**src/rtl/bli_pkg.sv**
```systemverilog
`default_nettype none

package bli_pkg;

  localparam int CODE_W = 12;
  localparam int CNT_W  = 16;
  localparam int IDX_W  = 3;
  localparam int DATA_W = 16;

  localparam logic [CNT_W-1:0] CNT_MAX     = {CNT_W{1'b1}};
  localparam logic [CNT_W-1:0] BLINK_TICKS = 16'd500;

  // Indicator levels as shown on the result channel.
  typedef enum logic [1:0] {
    LVL_RED    = 2'd0,
    LVL_YELLOW = 2'd1,
    LVL_GREEN  = 2'd2,
    LVL_CRIT   = 2'd3
  } lvl_t;

  // Configuration register indexes.
  typedef enum logic [IDX_W-1:0] {
    CFG_CRIT_ENTER   = 3'd0,
    CFG_CRIT_EXIT    = 3'd1,
    CFG_YELLOW_ENTER = 3'd2,
    CFG_YELLOW_EXIT  = 3'd3,
    CFG_GREEN_ENTER  = 3'd4,
    CFG_GREEN_EXIT   = 3'd5,
    CFG_DEBOUNCE     = 3'd6,
    CFG_UPDATE       = 3'd7
  } cfg_idx_t;

  typedef struct packed {
    logic [CODE_W-1:0] crit_enter;
    logic [CODE_W-1:0] crit_exit;
    logic [CODE_W-1:0] yellow_enter;
    logic [CODE_W-1:0] yellow_exit;
    logic [CODE_W-1:0] green_enter;
    logic [CODE_W-1:0] green_exit;
    logic [CNT_W-1:0]  debounce_ticks;
    logic [CNT_W-1:0]  update_ticks;
  } cfg_t;

  // One result beat.
  typedef struct packed {
    logic green_led;
    logic red_led;
    logic power_led;
    lvl_t level;
    logic powered;
  } res_t;

  // Counter that stops at its maximum instead of wrapping.
  function automatic logic [CNT_W-1:0] sat_inc(input logic [CNT_W-1:0] v);
    sat_inc = (v == CNT_MAX) ? CNT_MAX : v + 1'b1;
  endfunction

endpackage

`default_nettype wire

```
**src/rtl/bli_cfg.sv**
```systemverilog
`default_nettype none

module bli_cfg import bli_pkg::*; (
  input  wire logic              clk,
  input  wire logic              rst_n,
  input  wire logic              cfg_we,
  input  wire logic [IDX_W-1:0]  cfg_index,
  input  wire logic [DATA_W-1:0] cfg_wdata,
  output cfg_t                   cfg
);

  cfg_t cfg_r;
  cfg_t cfg_nxt;

  // Register write decode; each register keeps only its own width.
  always_comb begin
    cfg_nxt = cfg_r;
    if (cfg_we) begin
      case (cfg_idx_t'(cfg_index))
        CFG_CRIT_ENTER:   cfg_nxt.crit_enter     = cfg_wdata[CODE_W-1:0];
        CFG_CRIT_EXIT:    cfg_nxt.crit_exit      = cfg_wdata[CODE_W-1:0];
        CFG_YELLOW_ENTER: cfg_nxt.yellow_enter   = cfg_wdata[CODE_W-1:0];
        CFG_YELLOW_EXIT:  cfg_nxt.yellow_exit    = cfg_wdata[CODE_W-1:0];
        CFG_GREEN_ENTER:  cfg_nxt.green_enter    = cfg_wdata[CODE_W-1:0];
        CFG_GREEN_EXIT:   cfg_nxt.green_exit     = cfg_wdata[CODE_W-1:0];
        CFG_DEBOUNCE:     cfg_nxt.debounce_ticks = cfg_wdata[CNT_W-1:0];
        CFG_UPDATE:       cfg_nxt.update_ticks   = cfg_wdata[CNT_W-1:0];
        default:          cfg_nxt = cfg_r;
      endcase
    end
  end

  // Reset loads the default thresholds and intervals.
  always_ff @(posedge clk) begin
    if (!rst_n) begin
      cfg_r.crit_enter     <= 12'd2517;
      cfg_r.crit_exit      <= 12'd2632;
      cfg_r.yellow_enter   <= 12'd2747;
      cfg_r.yellow_exit    <= 12'd2690;
      cfg_r.green_enter    <= 12'd3265;
      cfg_r.green_exit     <= 12'd3208;
      cfg_r.debounce_ticks <= 16'd50;
      cfg_r.update_ticks   <= 16'd1000;
    end else begin
      cfg_r <= cfg_nxt;
    end
  end

  assign cfg = cfg_r;

endmodule

`default_nettype wire

```
**src/rtl/bli_core.sv**
```systemverilog
`default_nettype none

module bli_core import bli_pkg::*; (
  input  wire logic              clk,
  input  wire logic              rst_n,
  input  wire logic              accept,
  input  wire logic              button_level,
  input  wire logic              sample_valid,
  input  wire logic [CODE_W-1:0] sample,
  input  wire cfg_t              cfg,
  output res_t                   res
);

  logic              prev_seen_r,  prev_seen_nxt;
  logic              deb_level_r,  deb_level_nxt;
  logic [CNT_W-1:0]  stable_cnt_r, stable_cnt_nxt;
  logic              power_on_r,   power_on_nxt;
  logic [CNT_W-1:0]  since_upd_r,  since_upd_nxt;
  logic [CNT_W-1:0]  since_blink_r, since_blink_nxt;
  logic              blink_r,      blink_nxt;
  lvl_t              level_r,      level_nxt;
  logic [CODE_W-1:0] held_r,       held_nxt;
  logic              fresh_r,      fresh_nxt;
  logic              green_r,      green_nxt;
  logic              red_r,        red_nxt;
  logic              pwr_drv_r,    pwr_drv_nxt;

  logic toggle;
  logic update;

  // One tick of the model: sample capture, debounce, timers, level update.
  always_comb begin
    held_nxt  = sample_valid ? sample : held_r;
    fresh_nxt = sample_valid | fresh_r;

    // Debounce: count ticks at a steady level, take it once exceeded.
    stable_cnt_nxt = (button_level != prev_seen_r) ? '0 : sat_inc(stable_cnt_r);
    prev_seen_nxt  = button_level;
    deb_level_nxt  = deb_level_r;
    toggle         = 1'b0;
    if ((stable_cnt_nxt > cfg.debounce_ticks) && (button_level != deb_level_r)) begin
      deb_level_nxt = button_level;
      toggle        = button_level;
    end

    power_on_nxt = power_on_r ^ toggle;
    green_nxt    = green_r;
    red_nxt      = red_r;
    pwr_drv_nxt  = pwr_drv_r;
    if (toggle) begin
      if (!power_on_nxt) begin
        green_nxt   = 1'b0;
        red_nxt     = 1'b0;
        pwr_drv_nxt = 1'b0;
      end else begin
        pwr_drv_nxt = 1'b1;
      end
    end

    since_upd_nxt   = sat_inc(since_upd_r);
    since_blink_nxt = sat_inc(since_blink_r);
    blink_nxt       = blink_r;
    level_nxt       = level_r;

    // Periodic update consumes a fresh sample through the hysteresis levels.
    update = power_on_nxt && (since_upd_nxt >= cfg.update_ticks);
    if (update) begin
      since_upd_nxt = '0;
      if (fresh_nxt) begin
        fresh_nxt = 1'b0;
        if (held_nxt < cfg.crit_enter) begin
          level_nxt = LVL_CRIT;
        end else if ((level_r == LVL_CRIT) && (held_nxt >= cfg.crit_exit)) begin
          level_nxt = LVL_RED;
        end else begin
          case (level_r)
            LVL_RED: begin
              if (held_nxt >= cfg.yellow_enter) level_nxt = LVL_YELLOW;
            end
            LVL_YELLOW: begin
              if (held_nxt >= cfg.green_enter) level_nxt = LVL_GREEN;
              else if (held_nxt < cfg.yellow_exit) level_nxt = LVL_RED;
            end
            LVL_GREEN: begin
              if (held_nxt < cfg.green_exit) level_nxt = LVL_YELLOW;
            end
            default: level_nxt = level_r;
          endcase
        end

        case (level_nxt)
          LVL_CRIT: begin
            if (since_blink_nxt >= BLINK_TICKS) begin
              since_blink_nxt = '0;
              blink_nxt       = ~blink_r;
            end
            green_nxt = 1'b0;
            red_nxt   = blink_nxt;
          end
          LVL_GREEN: begin
            green_nxt = 1'b1;
            red_nxt   = 1'b0;
          end
          LVL_YELLOW: begin
            green_nxt = 1'b1;
            red_nxt   = 1'b1;
          end
          default: begin
            green_nxt = 1'b0;
            red_nxt   = 1'b1;
          end
        endcase
      end
    end

    res.green_led = green_nxt;
    res.red_led   = red_nxt;
    res.power_led = pwr_drv_nxt;
    res.level     = level_nxt;
    res.powered   = power_on_nxt;
  end

  // State advances once per accepted beat.
  always_ff @(posedge clk) begin
    if (!rst_n) begin
      prev_seen_r   <= 1'b0;
      deb_level_r   <= 1'b0;
      stable_cnt_r  <= '0;
      power_on_r    <= 1'b0;
      since_upd_r   <= '0;
      since_blink_r <= '0;
      blink_r       <= 1'b0;
      level_r       <= LVL_RED;
      held_r        <= '0;
      fresh_r       <= 1'b0;
      green_r       <= 1'b0;
      red_r         <= 1'b0;
      pwr_drv_r     <= 1'b0;
    end else if (accept) begin
      prev_seen_r   <= prev_seen_nxt;
      deb_level_r   <= deb_level_nxt;
      stable_cnt_r  <= stable_cnt_nxt;
      power_on_r    <= power_on_nxt;
      since_upd_r   <= since_upd_nxt;
      since_blink_r <= since_blink_nxt;
      blink_r       <= blink_nxt;
      level_r       <= level_nxt;
      held_r        <= held_nxt;
      fresh_r       <= fresh_nxt;
      green_r       <= green_nxt;
      red_r         <= red_nxt;
      pwr_drv_r     <= pwr_drv_nxt;
    end
  end

endmodule

`default_nettype wire

```
**src/rtl/bli_obuf.sv**
```systemverilog
`default_nettype none

module bli_obuf import bli_pkg::*; (
  input  wire logic clk,
  input  wire logic rst_n,
  input  wire logic push,
  input  wire res_t din,
  output logic      full,
  output logic      out_valid,
  input  wire logic out_stall,
  output res_t      dout
);

  logic out_valid_r,  out_valid_nxt;
  logic skid_valid_r, skid_valid_nxt;
  res_t out_data_r,   out_data_nxt;
  res_t skid_data_r,  skid_data_nxt;
  logic out_take;

  assign out_take = out_valid_r & ~out_stall;

  // Output register with one skid entry behind it.
  always_comb begin
    out_valid_nxt  = out_valid_r;
    skid_valid_nxt = skid_valid_r;
    out_data_nxt   = out_data_r;
    skid_data_nxt  = skid_data_r;
    if (skid_valid_r) begin
      if (out_take) begin
        out_data_nxt   = skid_data_r;
        out_valid_nxt  = 1'b1;
        skid_valid_nxt = 1'b0;
      end
    end else if (push) begin
      if (out_valid_r && !out_take) begin
        skid_data_nxt  = din;
        skid_valid_nxt = 1'b1;
      end else begin
        out_data_nxt  = din;
        out_valid_nxt = 1'b1;
      end
    end else if (out_take) begin
      out_valid_nxt = 1'b0;
    end
  end

  always_ff @(posedge clk) begin
    if (!rst_n) begin
      out_valid_r  <= 1'b0;
      skid_valid_r <= 1'b0;
    end else begin
      out_valid_r  <= out_valid_nxt;
      skid_valid_r <= skid_valid_nxt;
    end
  end

  always_ff @(posedge clk) begin
    out_data_r  <= out_data_nxt;
    skid_data_r <= skid_data_nxt;
  end

  assign full      = skid_valid_r;
  assign out_valid = out_valid_r;
  assign dout      = out_data_r;

endmodule

`default_nettype wire

```
**src/rtl/battery_level_indicator.sv**
```systemverilog
// Battery level indicator with a debounced power button.
// Input channel (in_valid / in_stall): one beat per millisecond tick with the
// raw button level and an optional 12-bit battery sample.
// Result channel (out_valid / out_stall): exactly one beat per input beat with
// the LED drives, the indicator level and the power state.
// Configuration port: cfg_we writes cfg_wdata into register cfg_index; write
// only while no beat is in flight.
// A beat's result is registered in the output register, or in the skid entry
// while out_stall holds. Throughput: one beat per cycle while in_stall is low;
// each tick's state update is one pass of compares and saturating 16-bit counters.
// Reset: all state clears, the registers reload their defaults (power off,
// level red, LEDs dark) and no result is pending.
// Stall: while out_stall holds, one more beat is taken into a skid entry,
// then in_stall rises until the output register drains.
`default_nettype none

module battery_level_indicator import bli_pkg::*; (
  input  wire logic              clk,
  input  wire logic              rst_n,
  input  wire logic              in_valid,
  output logic                   in_stall,
  input  wire logic              in_button_level,
  input  wire logic              in_sample_valid,
  input  wire logic [CODE_W-1:0] in_sample,
  output logic                   out_valid,
  input  wire logic              out_stall,
  output logic                   out_green_led,
  output logic                   out_red_led,
  output logic                   out_power_led,
  output logic [1:0]             out_level,
  output logic                   out_powered,
  input  wire logic              cfg_we,
  input  wire logic [IDX_W-1:0]  cfg_index,
  input  wire logic [DATA_W-1:0] cfg_wdata
);

  cfg_t cfg;
  res_t res;
  res_t res_out;
  logic full;
  logic accept;

  assign in_stall = full;
  assign accept   = in_valid & ~full;

  bli_cfg u_cfg (
    .clk       (clk),
    .rst_n     (rst_n),
    .cfg_we    (cfg_we),
    .cfg_index (cfg_index),
    .cfg_wdata (cfg_wdata),
    .cfg       (cfg)
  );

  bli_core u_core (
    .clk          (clk),
    .rst_n        (rst_n),
    .accept       (accept),
    .button_level (in_button_level),
    .sample_valid (in_sample_valid),
    .sample       (in_sample),
    .cfg          (cfg),
    .res          (res)
  );

  bli_obuf u_obuf (
    .clk       (clk),
    .rst_n     (rst_n),
    .push      (accept),
    .din       (res),
    .full      (full),
    .out_valid (out_valid),
    .out_stall (out_stall),
    .dout      (res_out)
  );

  // Result fields onto their ports.
  assign out_green_led = res_out.green_led;
  assign out_red_led   = res_out.red_led;
  assign out_power_led = res_out.power_led;
  assign out_level     = res_out.level;
  assign out_powered   = res_out.powered;

endmodule

`default_nettype wire

```
**config.mk**
```make
export PLATFORM = sky130hd
export DESIGN_NAME = battery_level_indicator
export DESIGN_NICKNAME = d
export VERILOG_FILES = /design/src/rtl/bli_pkg.sv /design/src/rtl/bli_cfg.sv /design/src/rtl/bli_core.sv /design/src/rtl/bli_obuf.sv /design/src/rtl/battery_level_indicator.sv
export SDC_FILE = /design/constraint.sdc
export NUM_CORES = 1
export LEC_CHECK = 0
export ABC_AREA = 1
export BUFFER_PORTS_ARGS = -buffer_cell sky130_fd_sc_hd__buf_4
export CORE_AREA = 8 8 162 164
export DETAILED_ROUTE_END_ITERATION = 12
export DIE_AREA = 0 0 170 172
export PLACE_DENSITY = 0.73
export SETUP_SLACK_MARGIN = 0.15
export SYNTH_ARGS = -nofsm -noshare
export SYNTH_HDL_FRONTEND = slang
export SYNTH_HIERARCHICAL = 1
export SYNTH_SLANG_ARGS = --single-unit
export TNS_END_PERCENT = 5
```
**constraint.sdc**
```tcl
create_clock -name clk -period 6.6 [get_ports clk]
set_input_delay 0.33 -clock clk [delete_from_list [all_inputs] [get_ports clk]]
set_output_delay 0.33 -clock clk [all_outputs]
set_load 0.05 [all_outputs]
```
==> metrics, run 1 <==
Fmax 236.8 MHz; vias per cell 5.143; Post-Syn Nets 1864; Slew Viols, Final 0; drt pass-1 iters 5; Buf/Inv on CP 4; CTS Sinks 188; average wire per standard cell 14.14 um; Worst-Skew Late Latency 0.43 ns; leading area contributor after synthesis dfxtp_1; die width 170 um; yosys synthesis warning count 6; cts bufs inserted 17; gr ovfl total 0; vias in the first global route 9875; Sw Share 28.58%; Worst setup SP type flip-flop; clk buf depth 2; PnR worst setup slack 2.377 ns; worst stage delay on the critical path 0.53 ns; largest net degree at the start of global routing 79; H-tree lvl count 4; Hold Path Class in2reg; Pwr Density 210.0 nW/um^2; Routability Congestion 0.8629; fin crit period 4.223 ns; most common cell after layout, fill and taps aside nand2_1; hold buffers post-CTS 0; Vias 10610; Reg clk slew, reported paths 0.07 ns; Rel. slew slack 28.38%; TNS Setup 0 ns; GRT Total Usage 20.22%; RSZ-0062 raised after global routing no; Crit-path slowest cell nor2_1; Post-Syn Area 11560 um^2; crit path max fanout 16; Seq pwr share 46.2%; most frequent cells in the layout nand2_1, nor2_1, inv_1; average cell area after synthesis 6.720 um^2; DRT Wirelength 29.18 mm; layout cells sized above 1 8.108%; switching power 0.7542 mW; Mapped Cells 1720; starting density of the core 48.52%; PortBufs 45; final net count 1871; Worst-Margin Slew 1.073 ns; Pint 1.885 mW; die height 172 um; die area 29240 um^2; critical path capture point type flip-flop; sequential element share of the synthesized area 33.60%; DRT iter0 DRCs 817; HPWL after detailed placement 20.52 mm; I/O Pins 46; # Post-CTS Setup Buffers 0; post-synthesis sequential element count 188; Distinct cells, synth 45; Routed Antenna Nets 0; crit path cell chain ha_1, nand3_1, nor3_2, inv_1, nor2_1, inv_2, nor2_1, o21ai_0, inv_1, ha_1, nand2_1, nor2_1, nand2_1, nor2_1, a21oi_1, nand4_1, nand3_1, nand2_1, inv_1, o21ai_0, a21oi_1; outcome finished, final reports clean; Worst EP arrival 4.57 ns; initial antenna violation count 0; antenna cell count 0; Post-CTS Resized 0; fin area 12570 um^2; period utilisation layout 63.99%; clock power share 38.5%; Required @ worst endpoint 6.94 ns; Synth top area share 30.48%; Comb pwr share 15.2%; Core ar. 23820 um^2; Leakage Power 6.164 nW; crit-path most repeated cell nor2_1; TritonCTS clock tree yes; Final Hold Viols 0; Peak VDD IR 0.1378 mV; critical path's top delay family simple AND/OR/NAND/NOR gates; Area Growth Syn to Fin 8.725%; type of the worst setup path reg2reg; Final Skew 0.01036 ns; CTS root buffer clkbuf_16; pre-CTS WS 2.465 ns; first-pass GRT wire length 47.87 mm; final setup vio count 0; DRC Markers 0; num rows 57; ranking of synthesized cells by area dfxtp_1, nand2_1, ha_1; Max-Cap Viols 0; placed cell areas 12000 um^2
## cell usage after synthesis (all sizes together)
master   count
a211oi       2
a21o         1
a21oi      113
a31oi        2
a32oi        1
buf         40
clkbuf      22
clkinv       3
dfxtp      176
edfxtp      12
ha         106
inv        223
nand2      475
nand3      150
nand3b       3
nand4       15
nor2       250
nor3        15
nor3b        1
nor4         3
o2111ai      1
o211ai       2
o21a         3
o21ai       75
o21bai       2
o31ai        1
or2          6
xnor2        6
xor2        11
## sequential cells by signal, indices dropped and copies added, names as in the netlist
| register | cells |
|---|---|
| u_cfg/cfg | 104 |
| u_core/blink_r | 1 |
| u_core/deb_level_r | 1 |
| u_core/fresh_r | 1 |
| u_core/green_r | 1 |
| u_core/held_r | 12 |
| u_core/level_r | 2 |
| u_core/power_on_r | 1 |
| u_core/prev_seen_r | 1 |
| u_core/pwr_drv_r | 1 |
| u_core/red_r | 1 |
| u_core/since_blink_r | 16 |
| u_core/since_upd_r | 16 |
| u_core/stable_cnt_r | 16 |
| u_obuf/dout | 6 |
| u_obuf/full | 1 |
| u_obuf/out_valid | 1 |
| u_obuf/skid_data_r | 6 |
## power by group through the flow
stage               clock [mW]  sequential (mW)  combinational (mW)
detailed placement           0             1.25               0.396
global placement             0             1.24               0.386
global route              1.08             1.22               0.455
CTS                       1.04             1.22               0.399
floorplan                    0             1.25               0.270
finish                    1.02             1.22               0.402
## routing by layer
layer  GRT usage [%]  vias up  wire [um]
li1                -     5476          -
met2           34.44      262      13600
met5               0        -          0
met1           25.68     4823      13170
met3           3.105       50       1714
met4           7.170        0        699
## worst register-to-register path, stage by stage (launching register included)
cell and delay [ns]:
dfxtp_1 0.38, ha_1 0.20, nand3_1 0.13, nor3_2 0.17, inv_1 0.06, nor2_1 0.17
inv_2 0.07, nor2_1 0.53, o21ai_0 0.27, inv_1 0.10, ha_1 0.23, nand2_1 0.09
nor2_1 0.06, nand2_1 0.09, nor2_1 0.06, a21oi_1 0.19, nand4_1 0.19, nand3_1 0.25
nand2_1 0.14, inv_1 0.41, o21ai_0 0.18, a21oi_1 0.17
## worst paths after layout
kind,start,to,slack (ns),cells after the start
setup / recovery,u_core/stable_cnt_r[0]$_SDFFE_PN0P_,u_core/since_upd_r[0]$_SDFFE_PN0P_,2.38,21
hold / removal,cfg_wdata[2],u_cfg/cfg[94]$_SDFFE_PN1P_,0.12,3
setup reg to reg,u_core/stable_cnt_r[0]$_SDFFE_PN0P_,u_core/since_upd_r[0]$_SDFFE_PN0P_,2.38,21
hold reg to reg,u_cfg/cfg[65]$_SDFFE_PN1P_,u_cfg/cfg[65]$_SDFFE_PN1P_,0.46,2
## cell type report
class                           count  area (um^2)
Clock buffer                       18        429.2
Clock inverter                     13        141.4
Fill cell                        2356        11250
Inverter                          226        853.3
Multi-Input combinational cell   1244         6479
Sequential cell                   188         3884
Tap cell                          324        405.4
Timing Repair Buffer               50        375.4
## stage by stage
| step | power, mW | hold WS [ns] | utilization [%] | std cells |
|---|---|---|---|---|
| after CTS | 2.657 | 0.09779 | 52.76 | 2063 |
| final | 2.639 | 0.1151 | 52.76 | 2063 |
| after global routing | 2.757 | 0.1211 | 52.76 | 2063 |
| after floorplan | 1.524 | 0.4289 | - | 1720 |
| after global placement | 1.630 | 0.4415 | 50.36 | 2032 |
| after detailed placement | 1.641 | 0.4428 | 50.36 | 2032 |
## kinds of logic (layout without fill, tap and decap cells)
kind of cell | after synthesis | in the layout | share of synthesized area [%]
flip-flops | 188 | 188 | 33.60
XOR/XNOR | 17 | 17 | 1.288
AND/OR/NAND/NOR | 918 | 918 | 33.74
buffers and inverters | 288 | 307 | 10.39
AO/OA/AOI/OAI | 203 | 203 | 9.504
adder cells (fa/ha/maj) | 106 | 106 | 11.47
(Power assumes the default switching activity.)
==> inputs of run 2 (changes only) <==
- clock period: 6.6 -> 3.9 ns (I/O delays scaled with it)
==> metrics, run 2 (synthesis results as in run 1) <==
Leakage Power 6.436 nW (+4.4%); TritonCTS clock tree yes; critical path's top delay family simple AND/OR/NAND/NOR gates; most frequent cells in the layout nand2_1, nor2_1, inv_1; Routability Congestion 0.8894 (+3.1%); Hold Path Class in2reg; period utilisation layout 93.07% (+29 points); starting density of the core 48.52% (unchanged); Reg clk slew, reported paths 0.07 ns (about the same); Fmax 275.5 MHz (+16%); max reg flops 104 (unchanged); most common cell after layout, fill and taps aside nand2_1; die height 172 um (unchanged); Core ar. 23820 um^2 (unchanged); Overall Power 4.607 mW (+75%); Worst-Skew Late Latency 0.44 ns (about the same); antenna cell count 0 (unchanged); Final Hold Viols 0 (unchanged); Required @ worst endpoint 4.09 ns (-2.85 ns); PortBufs 45 (unchanged); cts bufs inserted 17 (unchanged); Worst setup SP type flip-flop; largest net degree at the start of global routing 111 (+41%); num rows 57 (unchanged); Max-Cap Viols 0 (unchanged); crit path max fanout 6 (-10); die area 29240 um^2 (unchanged); Crit-path slowest cell dfxtp_1; gr ovfl total 0 (unchanged); Rel. slew slack 23.75% (-4.6 points); Vias 10950 (+3.2%); die width 170 um (unchanged); I/O Pins 46 (unchanged); HPWL after detailed placement 21.21 mm (+3.4%); Final Skew 0.01137 ns (+0.001011 ns); vias per cell 5.226 (+1.6%); clk buf depth 2 (unchanged); Pwr Density 348.1 nW/um^2 (+66%); Peak VDD IR 0.2263 mV (+64%); Worst EP arrival 3.82 ns (-0.75 ns); fin crit period 3.630 ns (-0.5936 ns); layout cells sized above 1 13.43% (+5.3 points); Area Growth Syn to Fin 14.48%; drt pass-1 iters 6 (+1); first-pass GRT wire length 49.69 mm (+3.8%); Routed Antenna Nets 0 (unchanged); CTS Sinks 188 (unchanged); Util after Layout 55.55% (+2.8 points); outcome finished, final reports clean; vias in the first global route 10100 (+2.3%); final setup vio count 0 (unchanged); crit path cell chain inv_1, nor3_4, nand2_2, nor3_2, nand2_1, inv_2, nand2_1, or2_2, nand3_1, nand2_2, inv_2, ha_4, a21oi_2, o21ai_1, a21oi_2, nand2_2, nand4_1, nand3_4, nor2_4, buf_6, or2_2, nand2_2, nand2_1, nand2_1; critical path capture point type flip-flop; Slew Viols, Final 0 (unchanged); initial antenna violation count 0 (unchanged); H-tree lvl count 4 (unchanged); DRT iter0 DRCs 922 (+13%); type of the worst setup path reg2reg; GRT Total Usage 20.96% (+0.74 points); Worst-Margin Slew 1.144 ns (+0.07062 ns); worst stage delay on the critical path 0.41 ns (-0.12 ns); average wire per standard cell 14.65 um (+3.6%); DRC Markers 0 (unchanged); RSZ-0062 raised after global routing yes; Buf/Inv on CP 4 (unchanged); final net count 1904 (+1.8%); CTS root buffer clkbuf_16; TNS Setup 0 ns (unchanged); DRT Wirelength 30.72 mm (+5.3%)
-- run 2: cell types whose count changed in the layout (fill, tap and decap cells not counted), moves of 7 or more --
cell	before	now
inv_1	218	211
nor2_1	237	228
nand3_1	145	135
inv_2	4	11
nand2_1	459	445
nand3_2	4	12
buf_4	50	76
nand2_2	16	28
-- run 2: final timing paths --
kind                                                           from                         end  cells past startpoint  slack [ns]
worst min-delay path                                   cfg_wdata[4]  u_cfg/cfg[96]$_SDFFE_PN1P_                      3        0.01
worst max register to register  u_core/stable_cnt_r[3]$_SDFFE_PN0P_    u_obuf/dout[5]$_DFFE_PP_                     24        0.27
worst min register to register            u_cfg/cfg[5]$_SDFFE_PN1P_   u_cfg/cfg[5]$_SDFFE_PN1P_                      2        0.46
worst max-delay path            u_core/stable_cnt_r[3]$_SDFFE_PN0P_    u_obuf/dout[5]$_DFFE_PP_                     24        0.27
-- run 2: area by class of cell --
| cell class | instances | area [um^2] |
|---|---|---|
| Clock buffer | 20 | 478.0 |
| Inverter | 226 | 853.3 |
| Sequential cell | 188 | 3896 |
| Multi-Input combinational cell | 1245 | 6823 |
| Clock inverter | 11 | 132.6 |
| Tap cell | 324 | 405.4 |
| Fill cell | 2281 | 10590 |
| Timing Repair Buffer | 82 | 644.4 |
-- run 2: worst reg2reg max path: cells and delay by family (launching register included) --
family / cells / cell delay [ns]
flip-flops: 1 / 0.41
buffers and inverters: 4 / 0.45
adder cells (fa/ha/maj): 1 / 0.21
AND/OR/NAND/NOR: 16 / 1.96
AO/OA/AOI/OAI: 3 / 0.37
-- run 2: what timing repair did --
action,CTS,global route
pin swaps,3,34
endpoints found under the setup margin,25,50
hold buffers,2,0
hold endpoints to repair,2,0
buffers inserted,2,11
gates resized for setup,10,81
cloned,1,0
-- run 2: per-stage QoR --
| stage | cells | area (um^2) | worst slack [ns] | hold slack (ns) |
|---|---|---|---|---|
| finish | 2096 | 13230 | 0.2703 | 0.01441 |
| global route | 2096 | 13230 | 0.04317 | 0.006912 |
| CTS | 2085 | 12830 | 0.1577 | 0.0007948 |
| detailed placement | 2049 | 12140 | 0.006729 | 0.4137 |
| global placement | 2049 | 12140 | 0.1006 | 0.4081 |
| floorplan | 1720 | 11560 | 0.3043 | 0.3082 |
-- run 2: power by group --
part           switching, mW  leakage, nW  internal, mW  total, mW
clock                  0.771        0.294          1.02       1.79
combinational          0.489         4.59         0.259      0.748
sequential            0.0493         1.55          2.02       2.07
total                   1.31         6.44          3.30       4.61
-- run 2: metal layers --
metal	routed length [um]	GRT usage, %	vias to the layer above
li1	-	-	5541
met1	14010	27.22	5027
met2	14060	34.53	326
met3	1891	3.699	59
met4	754	7.590	0
met5	0	0	-
==> inputs of run 3 (changes only) <==
- CORE_AREA: 8 8 162 164 -> 8 8 185 143
- DIE_AREA: 0 0 170 172 -> 0 0 193 151
==> metrics, run 3 (synthesis results as in run 1) <==
reg-to-reg startpoint u_core/stable_cnt_r[0]$_SDFFE_PN0P_; die width 193 um (+14%); first-pass GRT wire length 50.39 mm (+1.4%); starting density of the core 49.10% (+0.57 points); initial antenna violation count 0 (unchanged); DRT Wirelength 31.91 mm (+3.9%); Final Skew 0.01930 ns (+0.007929 ns); Peak VDD IR 0.3239 mV (+43%); Worst EP arrival 3.81 ns (about the same); antenna cell count 0 (unchanged); post-route insts no fill 2076 (-0.95%); cts bufs inserted 17 (unchanged); multi-input logic area 6738 um^2 (-1.2%); Final Hold Viols 0 (unchanged); fin crit period 3.606 ns (-0.02415 ns); Worst setup SP type flip-flop; Worst-Skew Late Latency 0.45 ns (about the same); met1 usage in global routing 30.60% (+3.4 points); worst hold slack 0.01712 ns (+0.002712 ns); Seq pwr share 45.7% (+0.8 points); Required @ worst endpoint 4.10 ns (about the same); Rel. slew slack 26.83% (+3.1 points); Worst Reg-to-Reg Cells 27 (+13%); TNS Setup 0 ns (unchanged); Crit-path slowest cell dfxtp_4; drt pass-1 iters 5 (-1); Reg clk slew, reported paths 0.07 ns (about the same); final net count 1901 (-0.16%); max reg flops 104 (unchanged); critical path capture point type flip-flop; outcome finished, final reports clean; type of the worst setup path reg2reg; worst stage delay on the critical path 0.38 ns (-0.03 ns); vias in the first global route 10030 (-0.68%); average wire per standard cell 15.37 um (+4.9%); Fmax 277.3 MHz (+0.67%); vias per cell 5.296 (+1.3%); Util after Layout 55.42% (-0.13 points); Sw Share 30.55% (+2.1 points); most frequent cells in the layout nand2_1, nor2_1, inv_1; Slew Viols, Final 0 (unchanged); HPWL after detailed placement 22.48 mm (+6.0%); die area 29140 um^2 (-0.33%); largest net degree at the start of global routing 139 (+25%); clk buf depth 2 (unchanged); PortBufs 45 (unchanged); crit path max fanout 7 (+1); DRT iter0 DRCs 995 (+7.9%); register area 3896 um^2 (unchanged); Worst-Margin Slew 1.094 ns (-0.05024 ns); Pint 3.139 mW (-4.8%); final setup vio count 0 (unchanged); Routed Antenna Nets 0 (unchanged); CTS root buffer clkbuf_16; layout cells sized above 1 12.20% (-1.2 points); Hold Path Class in2reg; crit-path most repeated cell nand2_1; TritonCTS clock tree yes; DRC Markers 0 (unchanged); switching power 1.381 mW (+5.5%); H-tree lvl count 4 (unchanged); I/O Pins 46 (unchanged); grt met2 use 33.16% (-1.4 points); num rows 49 (-14%); die height 151 um (-12%); Comb pwr share 16.7% (+0.5 points); Pwr Density 346.5 nW/um^2 (-0.48%); Area Growth Syn to Fin 12.88%; Vias 10990 (+0.37%); Overall Power 4.521 mW (-1.9%); Max-Cap Viols 0 (unchanged); Routability Congestion 0.8881 (-0.15%); setup slack, reg-to-reg 0.29 ns (+0.02 ns); reg-to-reg critical path endpoint u_obuf/dout[2]$_DFFE_PP_; most common cell after layout, fill and taps aside nand2_1; clock power share 37.6% (-1.3 points); CP Capture Point u_obuf/dout[2]$_DFFE_PP_; Leakage Power 6.371 nW (-1.0%); Filler Cell Count 2272 (-0.39%); CTS Sinks 188 (unchanged); Core ar. 23540 um^2 (-1.2%); period utilisation layout 92.45% (-0.62 points); CP Launch Point u_core/stable_cnt_r[0]$_SDFFE_PN0P_; gr ovfl total 0 (unchanged); GRT Total Usage 21.63% (+0.67 points); gr busiest metal met2; Cells after DPL 2030 (-0.93%); RSZ-0062 raised after global routing yes; M3 GR Usage 4.188% (+0.49 points)
run 3: per-stage QoR:
stage / cell area (um^2) / setup WS [ns]
final: 13050 / 0.2944
after global routing: 13050 / 0.05321
after CTS: 12750 / 0.1630
after detailed placement: 12110 / -0.06669
after global placement: 12110 / 0.08470
after floorplan: 11560 / 0.3043
run 3: critical path: cells and delay by family, from the launching register on:
kind,cells,cell delay [ns]
flops,1,0.38
simple gates,20,2.04
compound gates,1,0.19
fa+ha+maj,2,0.43
buf+inv,4,0.36
run 3: repair_timing:
action / CTS / global route
hold buffers: 2 / 0
pin swaps: 7 / 30
resized for setup: 13 / 55
endpoints found under the setup margin: 44 / 51
setup buffers: 3 / 8
gates cloned: 0 / 1
hold endpoints to repair: 3 / 0
run 3: worst min path at each step:
stage / from / to / slack [ns] / depth (start not counted)
finish: cfg_wdata[8] / u_cfg/cfg[8]$_SDFFE_PN1P_ / 0.02 / 3
global route: cfg_wdata[8] / u_cfg/cfg[100]$_SDFFE_PN1P_ / 0.01 / 3
CTS: cfg_wdata[0] / u_cfg/cfg[44]$_SDFFE_PN1P_ / 0.004 / 3
detailed placement: cfg_wdata[2] / u_cfg/cfg[94]$_SDFFE_PN1P_ / 0.42 / 3
global placement: cfg_wdata[2] / u_cfg/cfg[94]$_SDFFE_PN1P_ / 0.43 / 3
floorplan: cfg_wdata[8] / u_cfg/cfg[100]$_SDFFE_PN1P_ / 0.31 / 2
run 3: power groups by stage:
stage	clock network [mW]	registers (mW)	logic [mW]
floorplan	0	2.12	0.457
global placement	0	2.10	0.672
detailed placement	0	2.11	0.695
CTS	1.73	2.06	0.706
global route	1.80	2.08	0.836
finish	1.70	2.07	0.754
run 3: layout make-up:
| class | instances | share of cell area [%] |
|---|---|---|
| multi-input cells | 1245 | 51.64 |
| flip-flops and latches | 188 | 29.86 |
| inverters | 226 | 6.540 |
| repair buffers | 79 | 4.737 |
| clock buffers | 19 | 3.471 |
| well taps | 306 | 2.934 |
| clock inverters | 13 | 0.8151 |
run 3: layer usage:
metal	wire length (um)	up-vias	share of wire (%)
li1	-	5533	-
met1	15100	5047	47
met2	13730	375	43
met3	2597	39	8.1
met4	485	0	1.5
met5	0	-	0
